File: config.mk
export PLATFORM = sky130hd
export DESIGN_NAME = column_wildcard_line_matcher
export DESIGN_NICKNAME = d
export VERILOG_FILES = /design/src/rtl/cwlm_pkg.sv /design/src/rtl/cwlm_line_eval.sv /design/src/rtl/column_wildcard_line_matcher.sv
export SDC_FILE = /design/constraint.sdc
export NUM_CORES = 1
export LEC_CHECK = 0
export BUFFER_PORTS_ARGS = -buffer_cell sky130_fd_sc_hd__buf_2
export CAP_MARGIN = 40
export CORE_MARGIN = 2
export CORE_UTILIZATION = 35
export DETAILED_ROUTE_END_ITERATION = 10
export HOLD_SLACK_MARGIN = 0.05
export PLACE_DENSITY = 0.58
export SETUP_SLACK_MARGIN = 0.02
export SYNTH_ARGS = -nofsm -noshare
export SYNTH_HDL_FRONTEND = slang
export SYNTH_HIERARCHICAL = 1
export SYNTH_SLANG_ARGS = --single-unit
File: constraint.sdc
create_clock -name clk -period 7 [get_ports clk]
set_clock_uncertainty 0.2 [all_clocks]
set_input_delay 1.75 -clock clk [delete_from_list [all_inputs] [get_ports clk]]
set_output_delay 1.75 -clock clk [all_outputs]
set_load 0.02 [all_outputs]
File: src/rtl/cwlm_pkg.sv
// Shared types, symbol codes and character classes for the column wildcard line matcher.
package cwlm_pkg;

	// Position arithmetic: the column register and the line byte count both fit in nine bits.
	localparam int unsigned POS_W = 9;

	localparam logic [7:0] SYM_STAR      = 8'h2A; // '*'
	localparam logic [7:0] SYM_ALNUM     = 8'h3F; // '?'
	localparam logic [7:0] SYM_LETTER    = 8'h40; // '@'
	localparam logic [7:0] SYM_DIGIT     = 8'h24; // '$'
	localparam logic [7:0] SYM_NONDIGIT  = 8'h23; // '#'
	localparam logic [7:0] SYM_NONLETTER = 8'h21; // '!'

	typedef enum logic [2:0] {
		REG_MATCH_COLUMN   = 3'd0,
		REG_PATTERN_LENGTH = 3'd1,
		REG_PATTERN_0      = 3'd2,
		REG_PATTERN_1      = 3'd3,
		REG_PATTERN_2      = 3'd4,
		REG_PATTERN_3      = 3'd5
	} cfg_reg_t;

	typedef struct packed {
		logic matched;
		logic all_ok;
		logic star;
	} eval_t;

	function automatic logic is_letter(input logic [7:0] b);
		return (b >= 8'h41 && b <= 8'h5A) || (b >= 8'h61 && b <= 8'h7A);
	endfunction

	function automatic logic is_digit(input logic [7:0] b);
		return b >= 8'h30 && b <= 8'h39;
	endfunction

	// Outcome of one non-star symbol against one byte.
	function automatic logic symbol_ok(input logic [7:0] s, input logic [7:0] b);
		logic ok;
		case (s)
			SYM_ALNUM:     ok = is_letter(b) || is_digit(b);
			SYM_LETTER:    ok = is_letter(b);
			SYM_DIGIT:     ok = is_digit(b);
			SYM_NONDIGIT:  ok = !is_digit(b);
			SYM_NONLETTER: ok = !is_letter(b);
			default:       ok = (s == b);
		endcase
		return ok;
	endfunction

endpackage

File: src/rtl/cwlm_line_eval.sv
// Per-byte symbol check and end-of-line tail check against the zero padding.
module cwlm_line_eval #(
	parameter int unsigned MAX_PATTERN = 32
) (
	input  logic [cwlm_pkg::POS_W-1:0]  col,
	input  logic                        line_end,
	input  logic                        all_in,
	input  logic                        star_in,
	input  logic [7:0]                  char_byte,
	input  logic [7:0]                  match_column,
	input  logic [5:0]                  pattern_length,
	input  logic [MAX_PATTERN-1:0][7:0] syms,
	output cwlm_pkg::eval_t             res
);
	import cwlm_pkg::*;

	localparam int unsigned IW = (MAX_PATTERN > 1) ? $clog2(MAX_PATTERN) : 1;

	logic [POS_W-1:0]       start;
	logic [POS_W-1:0]       plen;
	logic [POS_W-1:0]       rel;
	logic [POS_W-1:0]       len;
	logic [POS_W-1:0]       k;
	logic                   in_rng;
	logic                   hit;
	logic [7:0]             sym;
	logic                   star1;
	logic                   all1;
	logic [MAX_PATTERN-1:0] rng;
	logic [MAX_PATTERN-1:0] st;
	logic [MAX_PATTERN-1:0] z;
	logic [MAX_PATTERN-1:0] sm;
	logic [MAX_PATTERN-1:0] first;
	logic [MAX_PATTERN-1:0] below;
	logic                   fail;

	always_comb begin
		start = (match_column == 8'd0) ? '0 : POS_W'(match_column) - POS_W'(1);
		plen  = (pattern_length > 6'(MAX_PATTERN)) ? POS_W'(MAX_PATTERN)
		                                           : POS_W'(pattern_length);
		rel    = col - start;
		in_rng = (col >= start) && (rel < plen);
		sym    = syms[rel[IW-1:0]];
		hit    = in_rng && !star_in;
		star1  = star_in || (hit && sym == SYM_STAR);
		all1   = all_in && !(hit && sym != SYM_STAR && !symbol_ok(sym, char_byte));

		// Tail: symbols past the line end see the byte zero, up to the first star.
		len = col + POS_W'(1);
		k   = (len > start) ? len - start : '0;
		for (int j = 0; j < MAX_PATTERN; j++) begin
			rng[j] = (POS_W'(j) >= k) && (POS_W'(j) < plen);
			st[j]  = (syms[j] == SYM_STAR);
			z[j]   = symbol_ok(syms[j], 8'h00);
		end
		sm    = rng & st;
		first = sm & (~sm + MAX_PATTERN'(1));
		below = (sm == '0) ? '1 : first - MAX_PATTERN'(1);
		fail  = |(rng & ~z & ~st & below);

		res.star    = star1;
		res.all_ok  = all1;
		res.matched = line_end && (plen != '0) && (len >= plen) && all1 && (star1 || !fail);
	end

endmodule

File: src/rtl/column_wildcard_line_matcher.sv
// Top level of the column wildcard line matcher: registers, handshakes and counters.
//
//  channel  | dir | handshake               | payload
//  ---------+-----+-------------------------+------------------------------------------
//  s_axis   | in  | s_axis_tvalid/tready    | tdata = char_byte, tlast = end_of_line
//  m_axis   | out | m_axis_tvalid/tready    | tdata = line_number, match_total; tuser = line_matched
//  cfg      | in  | cfg_we                  | cfg_index, cfg_data
//
// One byte per cycle unless a line result is stalled: a byte is registered, checked against
// its pattern symbol and folded into the line state in the next cycle; a line result is
// registered in the result register once the last byte of its line leaves the byte stage.
// Reset clears the line state, the line and match counters and sets the configuration to its
// defaults (column 1, empty pattern). A stalled result register holds the byte stage only when
// that byte ends a line; bytes inside a line keep flowing.
module column_wildcard_line_matcher #(
	parameter int unsigned MAX_LINE_BYTES = 79,
	parameter int unsigned MAX_PATTERN    = 32
) (
	input  logic        clk,
	input  logic        arst_n,
	input  logic        s_axis_tvalid,
	output logic        s_axis_tready,
	input  logic [7:0]  s_axis_tdata,   // [7:0] char_byte
	input  logic        s_axis_tlast,
	output logic        m_axis_tvalid,
	input  logic        m_axis_tready,
	output logic [31:0] m_axis_tdata,   // [15:0] line_number, [31:16] match_total
	output logic [0:0]  m_axis_tuser,   // [0] line_matched
	input  logic        cfg_we,
	input  logic [2:0]  cfg_index,
	input  logic [63:0] cfg_data
);
	import cwlm_pkg::*;

	localparam int unsigned CW = $clog2(MAX_LINE_BYTES + 1);

	logic [7:0]                  match_column_q;
	logic [5:0]                  pattern_length_q;
	logic [MAX_PATTERN-1:0][7:0] syms_q;

	logic                        valid_s1;
	logic [7:0]                  byte_s1;
	logic                        eol_s1;

	logic [CW-1:0]               col_q;
	logic                        all_q;
	logic                        star_q;
	logic [15:0]                 lines_q;
	logic [15:0]                 matches_q;

	logic                        out_valid_q;
	logic                        matched_q;
	logic [15:0]                 line_num_q;
	logic [15:0]                 total_q;

	logic                        line_end;
	logic                        out_free;
	logic                        adv;
	logic [15:0]                 matches_next;
	eval_t                       res;

	assign line_end = eol_s1 || (col_q >= CW'(MAX_LINE_BYTES - 1));
	assign out_free = !out_valid_q || m_axis_tready;
	assign adv      = valid_s1 && (!line_end || out_free);
	assign s_axis_tready = !valid_s1 || adv;
	assign matches_next  = (res.matched && matches_q != 16'hFFFF) ? matches_q + 16'd1 : matches_q;

	cwlm_line_eval #(
		.MAX_PATTERN(MAX_PATTERN)
	) u_eval (
		.col           (POS_W'(col_q)),
		.line_end      (line_end),
		.all_in        (all_q),
		.star_in       (star_q),
		.char_byte     (byte_s1),
		.match_column  (match_column_q),
		.pattern_length(pattern_length_q),
		.syms          (syms_q),
		.res           (res)
	);

	// Configuration registers
	always_ff @(posedge clk or negedge arst_n) begin
		if (!arst_n) begin
			match_column_q   <= 8'd1;
			pattern_length_q <= '0;
			syms_q           <= '0;
		end else if (cfg_we) begin
			if (cfg_index == REG_MATCH_COLUMN) begin
				match_column_q <= cfg_data[7:0];
			end
			if (cfg_index == REG_PATTERN_LENGTH) begin
				pattern_length_q <= cfg_data[5:0];
			end
			for (int i = 0; i < MAX_PATTERN; i++) begin
				if (cfg_index == 3'(REG_PATTERN_0 + (i / 8))) begin
					syms_q[i] <= cfg_data[(i % 8) * 8 +: 8];
				end
			end
		end
	end

	// Byte stage
	always_ff @(posedge clk or negedge arst_n) begin
		if (!arst_n) begin
			valid_s1 <= 1'b0;
		end else if (s_axis_tready) begin
			valid_s1 <= s_axis_tvalid;
		end
	end

	always_ff @(posedge clk) begin
		if (s_axis_tvalid && s_axis_tready) begin
			byte_s1 <= s_axis_tdata;
			eol_s1  <= s_axis_tlast;
		end
	end

	// Line state and counters
	always_ff @(posedge clk or negedge arst_n) begin
		if (!arst_n) begin
			col_q     <= '0;
			all_q     <= 1'b1;
			star_q    <= 1'b0;
			lines_q   <= '0;
			matches_q <= '0;
		end else if (adv) begin
			if (line_end) begin
				col_q     <= '0;
				all_q     <= 1'b1;
				star_q    <= 1'b0;
				lines_q   <= lines_q + 16'd1;
				matches_q <= matches_next;
			end else begin
				col_q  <= col_q + CW'(1);
				all_q  <= res.all_ok;
				star_q <= res.star;
			end
		end
	end

	// Result register
	always_ff @(posedge clk or negedge arst_n) begin
		if (!arst_n) begin
			out_valid_q <= 1'b0;
		end else if (out_free) begin
			out_valid_q <= adv && line_end;
		end
	end

	always_ff @(posedge clk) begin
		if (adv && line_end) begin
			matched_q  <= res.matched;
			line_num_q <= lines_q + 16'd1;
			total_q    <= matches_next;
		end
	end

	assign m_axis_tvalid = out_valid_q;
	assign m_axis_tdata  = {total_q, line_num_q};
	assign m_axis_tuser  = matched_q;

`ifndef NO_ASSERTIONS
	a_col_bound: assert property (@(posedge clk) disable iff (!arst_n)
		col_q < CW'(MAX_LINE_BYTES))
		else $error("column count ran past the line limit");

	a_star_mid_line: assert property (@(posedge clk) disable iff (!arst_n)
		star_q |-> (col_q != '0))
		else $error("star flag set at the start of a line");

	a_fail_mid_line: assert property (@(posedge clk) disable iff (!arst_n)
		!all_q |-> (col_q != '0))
		else $error("mismatch flag not cleared at line end");

	a_stall_cause: assert property (@(posedge clk) disable iff (!arst_n)
		!s_axis_tready |-> (m_axis_tvalid && !m_axis_tready && eol_s1 || m_axis_tvalid
			&& !m_axis_tready && col_q == CW'(MAX_LINE_BYTES - 1)))
		else $error("input held without a stalled line result");
`endif

endmodule
==> results.py, run 1 <==
metrics = {
    "status": {
        "status": "finished clean",
    },
    "place": {
        "place.gp.congestion": 1.01,
        "portBuffers": 115,
        "post-place-ws_ns": 0.179,
        "hpwlAfterDp_um": 56200,
        "placed_cell_area_um2": 22900,
    },
    "global_route": {
        "grt_first_pass_wirelength_um": 108000,
        "grt.total_usage_pct": 23.1,
        "antenna_found_initial": 2,
        "grt_remaining_overflow": 0,
        "grt_max_degree": 139,
        "grt_pass1_vias": 16200,
    },
    "floorplanning": {
        "rows": 90,
        "initial_core_util_pct": 35.4,
        "coreArea_um2": 60400,
        "io_pins": 116,
        "dieWidth_um": 251,
        "die_area_um2": 63000,
        "dieHeight_um": 251,
    },
    "sta": {
        "setup_violations": 0,
        "slew_headroom_pct": 29.4,
        "tns_ns": 0,
        "rsz0062_at_grt": "true",
        "setup_slack_ns": 0.242,
        "drv_slew": 0,
        "worstMarginPinSlew_ns": 1.05,
        "hold_viol": 0,
        "post-route-period-util_pct": 96.5,
        "fin_crit_ns": 6.76,
        "fmax_mhz": 148,
    },
    "cells_and_area": {
        "syn_to_final_growth_pct": 14.7,
        "finalInstanceArea_um2": 24500,
        "ff_latch_area_um2": 9100,
        "diodes": 0,
        "n_fill_cell": 5781,
        "nets": 2107,
        "utilization_pct": 40.5,
        "multiInputGateArea_um2": 11700,
        "layout-drive-gt1-share_pct": 31.0,
    },
    "yosys": {
        "synth-main-ff-cell": "dfrtp_1",
        "synth_area_um2": 21300,
        "synth.distinct_cells": 103,
        "synth_seq_area_share_pct": 42.6,
        "synth_largest_area_cell": "dfrtp_1",
        "syn_inst": 1860,
        "synth-edff-count": 42,
        "synthArstFlopShare_pct": 88.2,
        "avgSynthCellArea_um2": 11.5,
        "synthTopCellsByArea": "dfrtp_1 36%, mux2_2 14%, edfxtp_1 5.9%",
        "ys.warnings.count": 6,
        "synth_seq_cells": 355,
        "synth_top_area_share_pct": 36.5,
    },
    "detailed_routing": {
        "drc_errors": 0,
        "vias": 16900,
        "drtIter0Drc": 1782,
        "ant_nets": 0,
        "vias_per_cell": 6.05,
        "drt_wl_total_um": 73900,
        "wl_per_cell_um": 26.4,
        "dr.pass1.iters": 6,
    },
    "setup_path": {
        "start_kind": "flop",
        "crit_path_max_fanout": 21,
        "endpoint_kind": "flop",
        "worstSetupPathType": "reg -> reg",
        "startpoint": "match_column_q[1]",
        "worst_ep_required_time_ns": 7.23,
        "reg2reg_slack_ns": 0.24,
        "r2r-start": "match_column_q[1]",
        "cp_data_arrival_time_ns": 6.99,
    },
    "clock_tree": {
        "clock_sinks": 355,
        "cts-buffers-inserted": 41,
        "clk_latency_ns": 0.59,
        "clockBufferDepth": 3,
        "clk_pin_slew_ns": 0.06,
        "htreeDepth": 2,
        "tritoncts": "done",
        "cts_hold_buf": 0,
        "clock-root-buffer": "clkbuf_16",
    },
    "min_path": {
        "hp-class": "reg -> reg",
        "hp-start": "lines_q[15]",
    },
    "power_and_ir_drop": {
        "ir_drop_mv": 0.541,
        "p_per_area_nw_per_um2": 468,
        "leakage_nw": 10.0,
    },
    "run": {
        "max-cap-violations": 0,
    },
}
cells by family after synthesis:
logic type | after synthesis | synth area share (%)
fa+ha+maj | 37 | 2.24
mux | 372 | 23.6
buf+inv | 138 | 3.31
compound gates | 315 | 9.87
flops | 355 | 42.6
other cells | 2 | 0.0352
simple gates | 555 | 14.8
xor+xnor | 86 | 3.57
worst max-delay path, stage by stage (launching register included):
cell	delay [ns]
dfrtp_1	0.39
inv_1	0.06
ha_1	0.15
nor2b_4	0.17
nand3b_1	0.15
or3_4	0.40
and2_4	0.19
ha_4	0.15
inv_1	0.07
fa_4	0.75
buf_12	0.20
clkbuf_16	0.18
nand2_1	0.07
o32ai_1	0.07
buf_4	0.15
mux4_2	0.45
mux2i_1	0.15
a21o_1	0.15
a21o_1	0.16
a21oi_2	0.06
or4_1	0.53
o41ai_2	0.34
buf_4	0.19
and4bb_4	0.28
nand4_1	0.21
or3_4	0.44
nand2b_1	0.16
xnor2_1	0.13
per-stage QoR:
stage	instances	hold slack, ns	power, mW
6_report	2800	0.292	11.5
5_1_grt	2800	0.322	12.0
4_1_cts	2797	0.301	11.1
3_5_place_dp	2725	0.288	8.87
3_3_place_gp	2718	0.274	8.83
2_1_floorplan	1865	0.247	6.92
power breakdown:
group	switching, mW	internal, mW
Sequential	0.619	2.48
Combinational	3.51	2.65
Clock	0.914	1.28
timing repair:
action                                  CTS  global route
buffers inserted                          0             1
gates resized for setup                   0            18
endpoints found under the setup margin    0            26
registers in the layout, summed over array words and instances (netlist names):
signal            flops
star_q                1
line_num_q           16
valid_s1              1
pattern_length_q      6
byte_s1               8
col_q                 7
m_axis_tuser          1
all_q                 1
total_q              16
matches_q            16
m_axis_tvalid         1
lines_q              16
eol_s1                1
syms_q              256
match_column_q        8
layout by cell type (no fill, tap or decap), types with 43 or more instances in the layout:
cell       synthesis  routed
a21oi_1           84      83
buf_2             26     114
clkbuf_16          0      43
dfrtp_1          311     311
inv_1             51      51
mux2_2           269     269
mux4_2            55      55
nand2_1          112     112
nand3_1           61      60
nor2_1            83      83
o21ai_0           57      57
xnor2_1           48      48
synthesized netlist by cell type (all sizes together) (22+ instances only):
library cell	n
buf	46
o21ai	63
nor2	85
mux2	278
or4	23
a31oi	28
mux4	72
ha	35
dfrtp	311
nor4	34
or3	45
xor2	38
a21oi	85
clkbuf	39
mux2i	22
inv	53
xnor2	48
nor3	31
nand2	117
nand3	62
edfxtp	42
nor2b	23
per-layer routing:
layer,up-vias,global-route usage [%],wire (um)
li1,7362,-,-
met1,8630,31.8,31300
met2,785,36.8,33900
met3,162,3.89,5800
met4,0,8.11,2840
met5,-,0,0
final timing paths:
kind	end	cells after the start
max	matches_q[8]	27
max in group asynchronous	syms_q[52]	2
max reg2reg	matches_q[8]	27
min in group asynchronous	syms_q[0]	1
min	lines_q[15]	1
min reg2reg	lines_q[15]	1
final cells by class:
type	count	share of cell area (%)
timing repair buffer	166	4.65
sequential	355	37.2
clock buffer	50	4.49
tap	782	4.00
inverter	53	0.823
clock inverter	22	1.11
multi-input combinational	1372	47.8
Power figures use the tool's default switching activity.
==> run 2: changes to the inputs <==
--- a/config.mk
+++ b/config.mk
@@ -7,6 +7,7 @@
 export LEC_CHECK = 0
 export BUFFER_PORTS_ARGS = -buffer_cell sky130_fd_sc_hd__buf_2
 export CAP_MARGIN = 40
+export CORE_ASPECT_RATIO = 1.75
 export CORE_MARGIN = 2
 export CORE_UTILIZATION = 35
 export DETAILED_ROUTE_END_ITERATION = 10
==> run 2 against run 1 <==
Compared with the run above:
- non-clock buffer count up 33
- total power up 3.1%
- via count down 0.23%
- wire length up 10%
- design area up 0.59%
- count of clock-buffer cells in the layout down 3
- hold slack better by 0.0023 ns
- worst setup slack better by 0.026 ns
- combinational power up 9.6%
- final cell count up 1.1%
- sequential cell count unchanged
- sequential share of layout area down 0.22 points
- critical path type unchanged
==> results.py, run 2 (synthesis results as in run 1) <==
metrics = {
    "clock_tree": {
        "clk_latency_ns": 0.56,
        "clock_sinks": 355,
        "tritoncts": "done",
        "htreeDepth": 2,
        "cts_hold_buf": 0,
        "cts-buffers-inserted": 36,
        "clock-root-buffer": "clkbuf_16",
        "clockBufferDepth": 3,
        "clk_pin_slew_ns": 0.06,
    },
    "status": {
        "status": "finished clean",
    },
    "setup_path": {
        "slowest_stage": "fa_4",
        "startpoint": "match_column_q[0]",
        "worst_r2r_endpoint": "matches_q[8]",
        "worst_ep_required_time_ns": 7.22,
        "endpoint_kind": "flop",
        "r2r-start": "match_column_q[0]",
        "reg2reg_slack_ns": 0.27,
        "start_kind": "flop",
        "crit_path_max_fanout": 7,
        "cp_data_arrival_time_ns": 6.95,
        "worstSetupPathType": "reg -> reg",
        "cp_slowest_stage_delay_ns": 0.97,
        "endpoint": "matches_q[8]",
        "reg2reg_depth": 25,
    },
    "global_route": {
        "grt_pass1_vias": 17100,
        "grt_max_degree": 125,
        "grt_remaining_overflow": 0,
        "grt.total_usage_pct": 25.7,
        "antenna_found_initial": 2,
        "grt_first_pass_wirelength_um": 117000,
    },
    "sta": {
        "fin_crit_ns": 6.73,
        "setup_violations": 0,
        "drv_slew": 0,
        "worstMarginPinSlew_ns": 1.11,
        "setup_slack_ns": 0.268,
        "slew_headroom_pct": 26.1,
        "tns_ns": 0,
        "hold_viol": 0,
        "post-route-period-util_pct": 96.2,
        "fmax_mhz": 149,
    },
    "floorplanning": {
        "coreArea_um2": 60300,
        "io_pins": 116,
        "initial_core_util_pct": 35.4,
        "dieWidth_um": 191,
        "dieHeight_um": 331,
        "rows": 119,
        "die_area_um2": 63000,
    },
    "place": {
        "place.gp.congestion": 1.02,
        "portBuffers": 115,
        "post-place-ws_ns": 0.0435,
        "placed_cell_area_um2": 23200,
        "hpwlAfterDp_um": 64100,
        "dp_cells": 2752,
    },
    "cells_and_area": {
        "regMostFlops": "syms_q",
        "finalInstanceArea_um2": 24600,
        "layout-drive-gt1-share_pct": 31.8,
        "largest_register_ffs": 256,
        "multiInputGateArea_um2": 11700,
        "final_common_cell": "dfrtp_1",
        "final_cell_mix": "311 x dfrtp_1, 269 x mux2_2, 117 x buf_2, 112 x nand2_1, 84 x a21oi_1",
        "ff_latch_area_um2": 9100,
        "nets": 2135,
        "final_cells": 2831,
        "syn_to_final_growth_pct": 15.4,
        "n_fill_cell": 5812,
    },
    "detailed_routing": {
        "drt_wl_total_um": 81400,
        "drc_errors": 0,
        "drtIter0Drc": 1246,
        "ant_nets": 0,
        "vias": 16900,
        "dr.pass1.iters": 5,
        "vias_per_cell": 5.97,
        "wl_per_cell_um": 28.8,
    },
    "power_and_ir_drop": {
        "p_per_area_nw_per_um2": 480,
        "ir_drop_mv": 0.327,
        "leakage_nw": 10.1,
        "power_mw": 11.8,
    },
    "min_path": {
        "hp-class": "reg -> reg",
    },
    "run": {
        "max-cap-violations": 0,
    },
}
## run 2: changes by cell type in the layout (fill, tap and decap cells not counted), sizes merged
cell	previous run	this run
clkinv	15	10
clkbuf	52	51
bufinv	4	3
diode	0	2
clkdlybuf4s15	4	0
inv	54	55
buf	160	195
## run 2: report_power, final
part / total, mW / leakage, nW / internal, mW / switching, mW
logic: 6.75 / 5.35 / 2.90 / 3.85
clock network: 1.91 / 0.554 / 1.08 / 0.835
registers: 3.14 / 4.21 / 2.48 / 0.664
total: 11.8 / 10.1 / 6.46 / 5.35
## run 2: through the flow
step / utilization, % / hold slack (ns)
floorplan: - / 0.247
global placement: 38.2 / 0.276
detailed placement: 38.4 / 0.280
CTS: 40.3 / 0.293
global route: 40.8 / 0.311
finish: 40.8 / 0.295
## run 2: per-layer routing
layer,wire length (um),GRT usage [%],share of wire [%]
met1,26800,25.1,33
met2,42100,47.0,52
met3,3540,3.23,4.4
met4,8940,23.2,11
met5,0,0,0
## run 2: final cells by class
type                            instances  area share [%]
Antenna cell                            2          0.0203
Clock inverter                         17           0.757
Clock buffer                           47            3.87
Multi-Input combinational cell       1372            47.6
Inverter                               53           0.818
Sequential cell                       355            37.0
Tap cell                              786            3.99
Timing Repair Buffer                  199            5.99
## run 2: timing repair
item	CTS	global route
cloned	0	4
gates resized for setup	2	22
setup endpoints to repair	2	32
pin swaps	0	7
setup buffers	0	9
## run 2: worst min-delay path by stage
| stage | endpoint | start | cells past startpoint |
|---|---|---|---|
| floorplan | all_q | all_q | 2 |
| global placement | lines_q[15] | lines_q[15] | 1 |
| detailed placement | lines_q[15] | lines_q[15] | 1 |
| CTS | lines_q[15] | lines_q[15] | 1 |
| global route | lines_q[15] | lines_q[15] | 1 |
| finish | lines_q[15] | lines_q[15] | 1 |
## run 2: critical path: cells and delay by family, from the launching register on
family | cells | cell delay (ns)
buffers and inverters | 4 | 0.41
AOI/OAI and AO/OA | 6 | 0.90
adders and majority gates | 3 | 1.31
xor gates and xnor gates | 1 | 0.12
muxes | 2 | 0.71
and+or+nand+nor | 9 | 2.39
DFF | 1 | 0.54
==> run 3: changes to the inputs <==
--- a/config.mk
+++ b/config.mk
@@ -5,14 +5,17 @@
 export SDC_FILE = /design/constraint.sdc
 export NUM_CORES = 1
 export LEC_CHECK = 0
+export ABC_AREA = 1
 export BUFFER_PORTS_ARGS = -buffer_cell sky130_fd_sc_hd__buf_2
 export CAP_MARGIN = 40
+export CELL_PAD_IN_SITES_DETAIL_PLACEMENT = 0
+export CELL_PAD_IN_SITES_GLOBAL_PLACEMENT = 1
 export CORE_ASPECT_RATIO = 1.75
 export CORE_MARGIN = 2
 export CORE_UTILIZATION = 35
 export DETAILED_ROUTE_END_ITERATION = 10
 export HOLD_SLACK_MARGIN = 0.05
-export PLACE_DENSITY = 0.58
+export PLACE_DENSITY = 0.72
 export SETUP_SLACK_MARGIN = 0.02
 export SYNTH_ARGS = -nofsm -noshare
 export SYNTH_HDL_FRONTEND = slang
==> run 3 against run 2 <==
Compared with the run above:
- die area increased by 0.91%
- via count increased by 25%
- count of clock-buffer cells in the layout up 6
- first-iteration DRC count rose by 22%
- register-to-register slack better by 0.16 ns
- combinational power shrank 24%
- global-route usage increased by 5.7 points
- core utilization fell by 1.2 points
- critical path type unchanged
- largest power group unchanged
==> results.py, run 3 <==
metrics = {
    "sta": {
        "fmax_mhz": 152,
        "fin_crit_ns": 6.57,
        "rsz0062_at_grt": "false",
        "slew_headroom_pct": 35.0,
        "drv_slew": 0,
        "post-route-period-util_pct": 93.9,
        "setup_violations": 0,
        "setup_slack_ns": 0.428,
        "worstMarginPinSlew_ns": 0.965,
        "tns_ns": 0,
        "hold_viol": 0,
    },
    "clock_tree": {
        "clock-root-buffer": "clkbuf_16",
        "cts-buffers-inserted": 36,
        "htreeDepth": 2,
        "tritoncts": "done",
        "clock_sinks": 355,
        "clk_pin_slew_ns": 0.07,
        "clockBufferDepth": 3,
        "clk_latency_ns": 0.58,
    },
    "setup_path": {
        "reg2reg_depth": 33,
        "worst_ep_required_time_ns": 7.10,
        "endpoint_kind": "flop",
        "cp_data_arrival_time_ns": 6.67,
        "crit_top_cell": "nand2_1",
        "r2r-start": "match_column_q[0]",
        "worstSetupPathType": "reg -> reg",
        "worst_r2r_endpoint": "total_q[10]",
        "cp_slowest_stage_delay_ns": 0.53,
        "reg2reg_slack_ns": 0.43,
        "crit_path_max_fanout": 18,
        "start_kind": "flop",
        "slowest_stage": "dfstp_2",
    },
    "yosys": {
        "synth_area_um2": 21500,
        "avgSynthCellArea_um2": 7.20,
        "synth_largest_area_cell": "dfrtp_1",
        "yosys-top-cells-count": "773 x nand2_1, 460 x o21ai_0, 312 x inv_1",
        "synth_most_common_cell": "nand2_1",
        "syn_inst": 2992,
        "synth.distinct_cells": 60,
        "synthTopCellsByArea": "dfrtp_1 36%, nand2_1 13%, o21ai_0 11%",
        "synth_seq_area_share_pct": 42.2,
        "synth_top_area_share_pct": 36.1,
        "synthArstFlopShare_pct": 88.2,
        "synth-edff-count": 42,
        "synth-main-ff-cell": "dfrtp_1",
        "synth_seq_cells": 355,
        "ys.warnings.count": 6,
    },
    "min_path": {
        "min_to": "syms_q[248]",
        "hp-start": "syms_q[248]",
        "hp-class": "reg -> reg",
        "holdPathStages": 2,
    },
    "cells_and_area": {
        "diodes": 0,
        "multiInputGateArea_um2": 10800,
        "regMostFlops": "syms_q",
        "ff_latch_area_um2": 9100,
        "final_cells": 3885,
        "final_cell_mix": "771 x nand2_1, 459 x o21ai_0, 311 x dfrtp_1, 310 x inv_1, 300 x nor2_1",
        "n_fill_cell": 6587,
        "layout-drive-gt1-share_pct": 9.70,
        "syn_to_final_growth_pct": 12.1,
        "largest_register_ffs": 256,
        "final_common_cell": "nand2_1",
        "nets": 3184,
    },
    "detailed_routing": {
        "dr.pass1.iters": 6,
        "drc_errors": 0,
        "drtIter0Drc": 1518,
        "drt_wl_total_um": 99300,
        "ant_nets": 0,
        "wl_per_cell_um": 25.6,
        "vias_per_cell": 5.45,
        "vias": 21200,
    },
    "power_and_ir_drop": {
        "leakage_nw": 11.7,
        "ir_drop_mv": 0.394,
        "p_per_area_nw_per_um2": 414,
        "power_mw": 10.0,
    },
    "place": {
        "hpwlAfterDp_um": 79500,
        "post-place-ws_ns": 0.383,
        "dp_cells": 3818,
        "place.gp.congestion": 1.06,
        "portBuffers": 115,
    },
    "global_route": {
        "grt.total_usage_pct": 31.4,
        "grt_pass1_vias": 21300,
        "grt_remaining_overflow": 0,
        "grt_first_pass_wirelength_um": 143000,
        "antenna_found_initial": 1,
        "grt_max_degree": 149,
    },
    "floorplanning": {
        "coreArea_um2": 61000,
        "dieWidth_um": 192,
        "initial_core_util_pct": 35.3,
        "io_pins": 116,
        "rows": 120,
        "die_area_um2": 63600,
        "dieHeight_um": 332,
    },
    "run": {
        "max-cap-violations": 0,
    },
    "status": {
        "status": "finished clean",
    },
}
## run 3: cell count changes after synthesis, moves of 23 or more
| cell | change |
|---|---|
| nand2_1 | +661 |
| o21ai_0 | +403 |
| mux2_2 | -269 |
| inv_1 | +261 |
| nor2_1 | +217 |
| nand3_1 | +117 |
| mux4_2 | -55 |
| clkbuf_1 | +51 |
| or3_1 | -42 |
| nand4_1 | +39 |
| xnor2_1 | -36 |
| nor2b_1 | -23 |
| nor4_1 | -23 |
| or4_1 | -23 |
## run 3: layout make-up
class                   count  area share, %
repair buffers            154           3.80
multi-input cells        2193           44.6
clock buffers              53           4.38
clock inverters            11          0.378
inverters                 326           5.08
flip-flops and latches    355           37.7
well taps                 793           4.11
## run 3: through the flow
| step | cell area [um2] | util [%] | hold WS (ns) |
|---|---|---|---|
| global route | 24100 | 39.6 | 0.322 |
| detailed placement | 22900 | 37.6 | 0.274 |
| floorplan | 21600 | - | 0.244 |
| global placement | 22900 | 37.6 | 0.270 |
| CTS | 24100 | 39.5 | 0.289 |
| finish | 24100 | 39.6 | 0.288 |
## run 3: worst max path at each step
stage / startpoint / to / cells after the start
4_1_cts: match_column_q[0] / total_q[10] / 29
5_1_grt: match_column_q[1] / matches_q[9] / 35
2_1_floorplan: match_column_q[0] / matches_q[12] / 36
3_5_place_dp: match_column_q[0] / total_q[10] / 29
3_3_place_gp: match_column_q[0] / total_q[9] / 29
6_report: match_column_q[0] / total_q[10] / 33
## run 3: logic make-up (layout without fill, tap and decap cells)
logic type	after synthesis	count (layout)	synth area share, %
DFF	355	355	42.2
adders and majority gates	37	37	2.22
other	2	7	0.0349
buffers and inverters	449	544	8.22
xor gates and xnor gates	43	43	1.91
and+or+nand+nor	1431	1431	28.4
AOI/OAI and AO/OA	675	675	17.0
## run 3: report_power, final
part / leakage (nW) / internal (mW) / switching [mW]
Clock: 0.550 / 1.06 / 0.865
Sequential: 4.37 / 2.46 / 0.470
Combinational: 6.81 / 1.39 / 3.76
## run 3: worst max-delay path, delay by kind of cell (launching register included)
| kind | cells | cell delay (ns) |
|---|---|---|
| flip-flops | 1 | 0.53 |
| adder cells (fa/ha/maj) | 2 | 0.71 |
| AO/OA/AOI/OAI | 2 | 0.22 |
| AND/OR/NAND/NOR | 24 | 3.95 |
| buffers and inverters | 5 | 0.65 |
## run 3: timing repair
item / 4_1_cts / 5_1_grt
gates resized for setup: 0 / 4
hold buffers: 0 / 0
endpoints found under the setup margin: 0 / 24
setup buffers: 0 / 0
## run 3: routing by layer
layer / track usage, % / vias up / share of wire [%]
met1: 30.9 / 10100 / 33
met5: 0 / - / 0
met2: 57.4 / 744 / 52
met4: 26.3 / 0 / 10
met3: 4.03 / 273 / 4.0
li1: - / 10000 / -
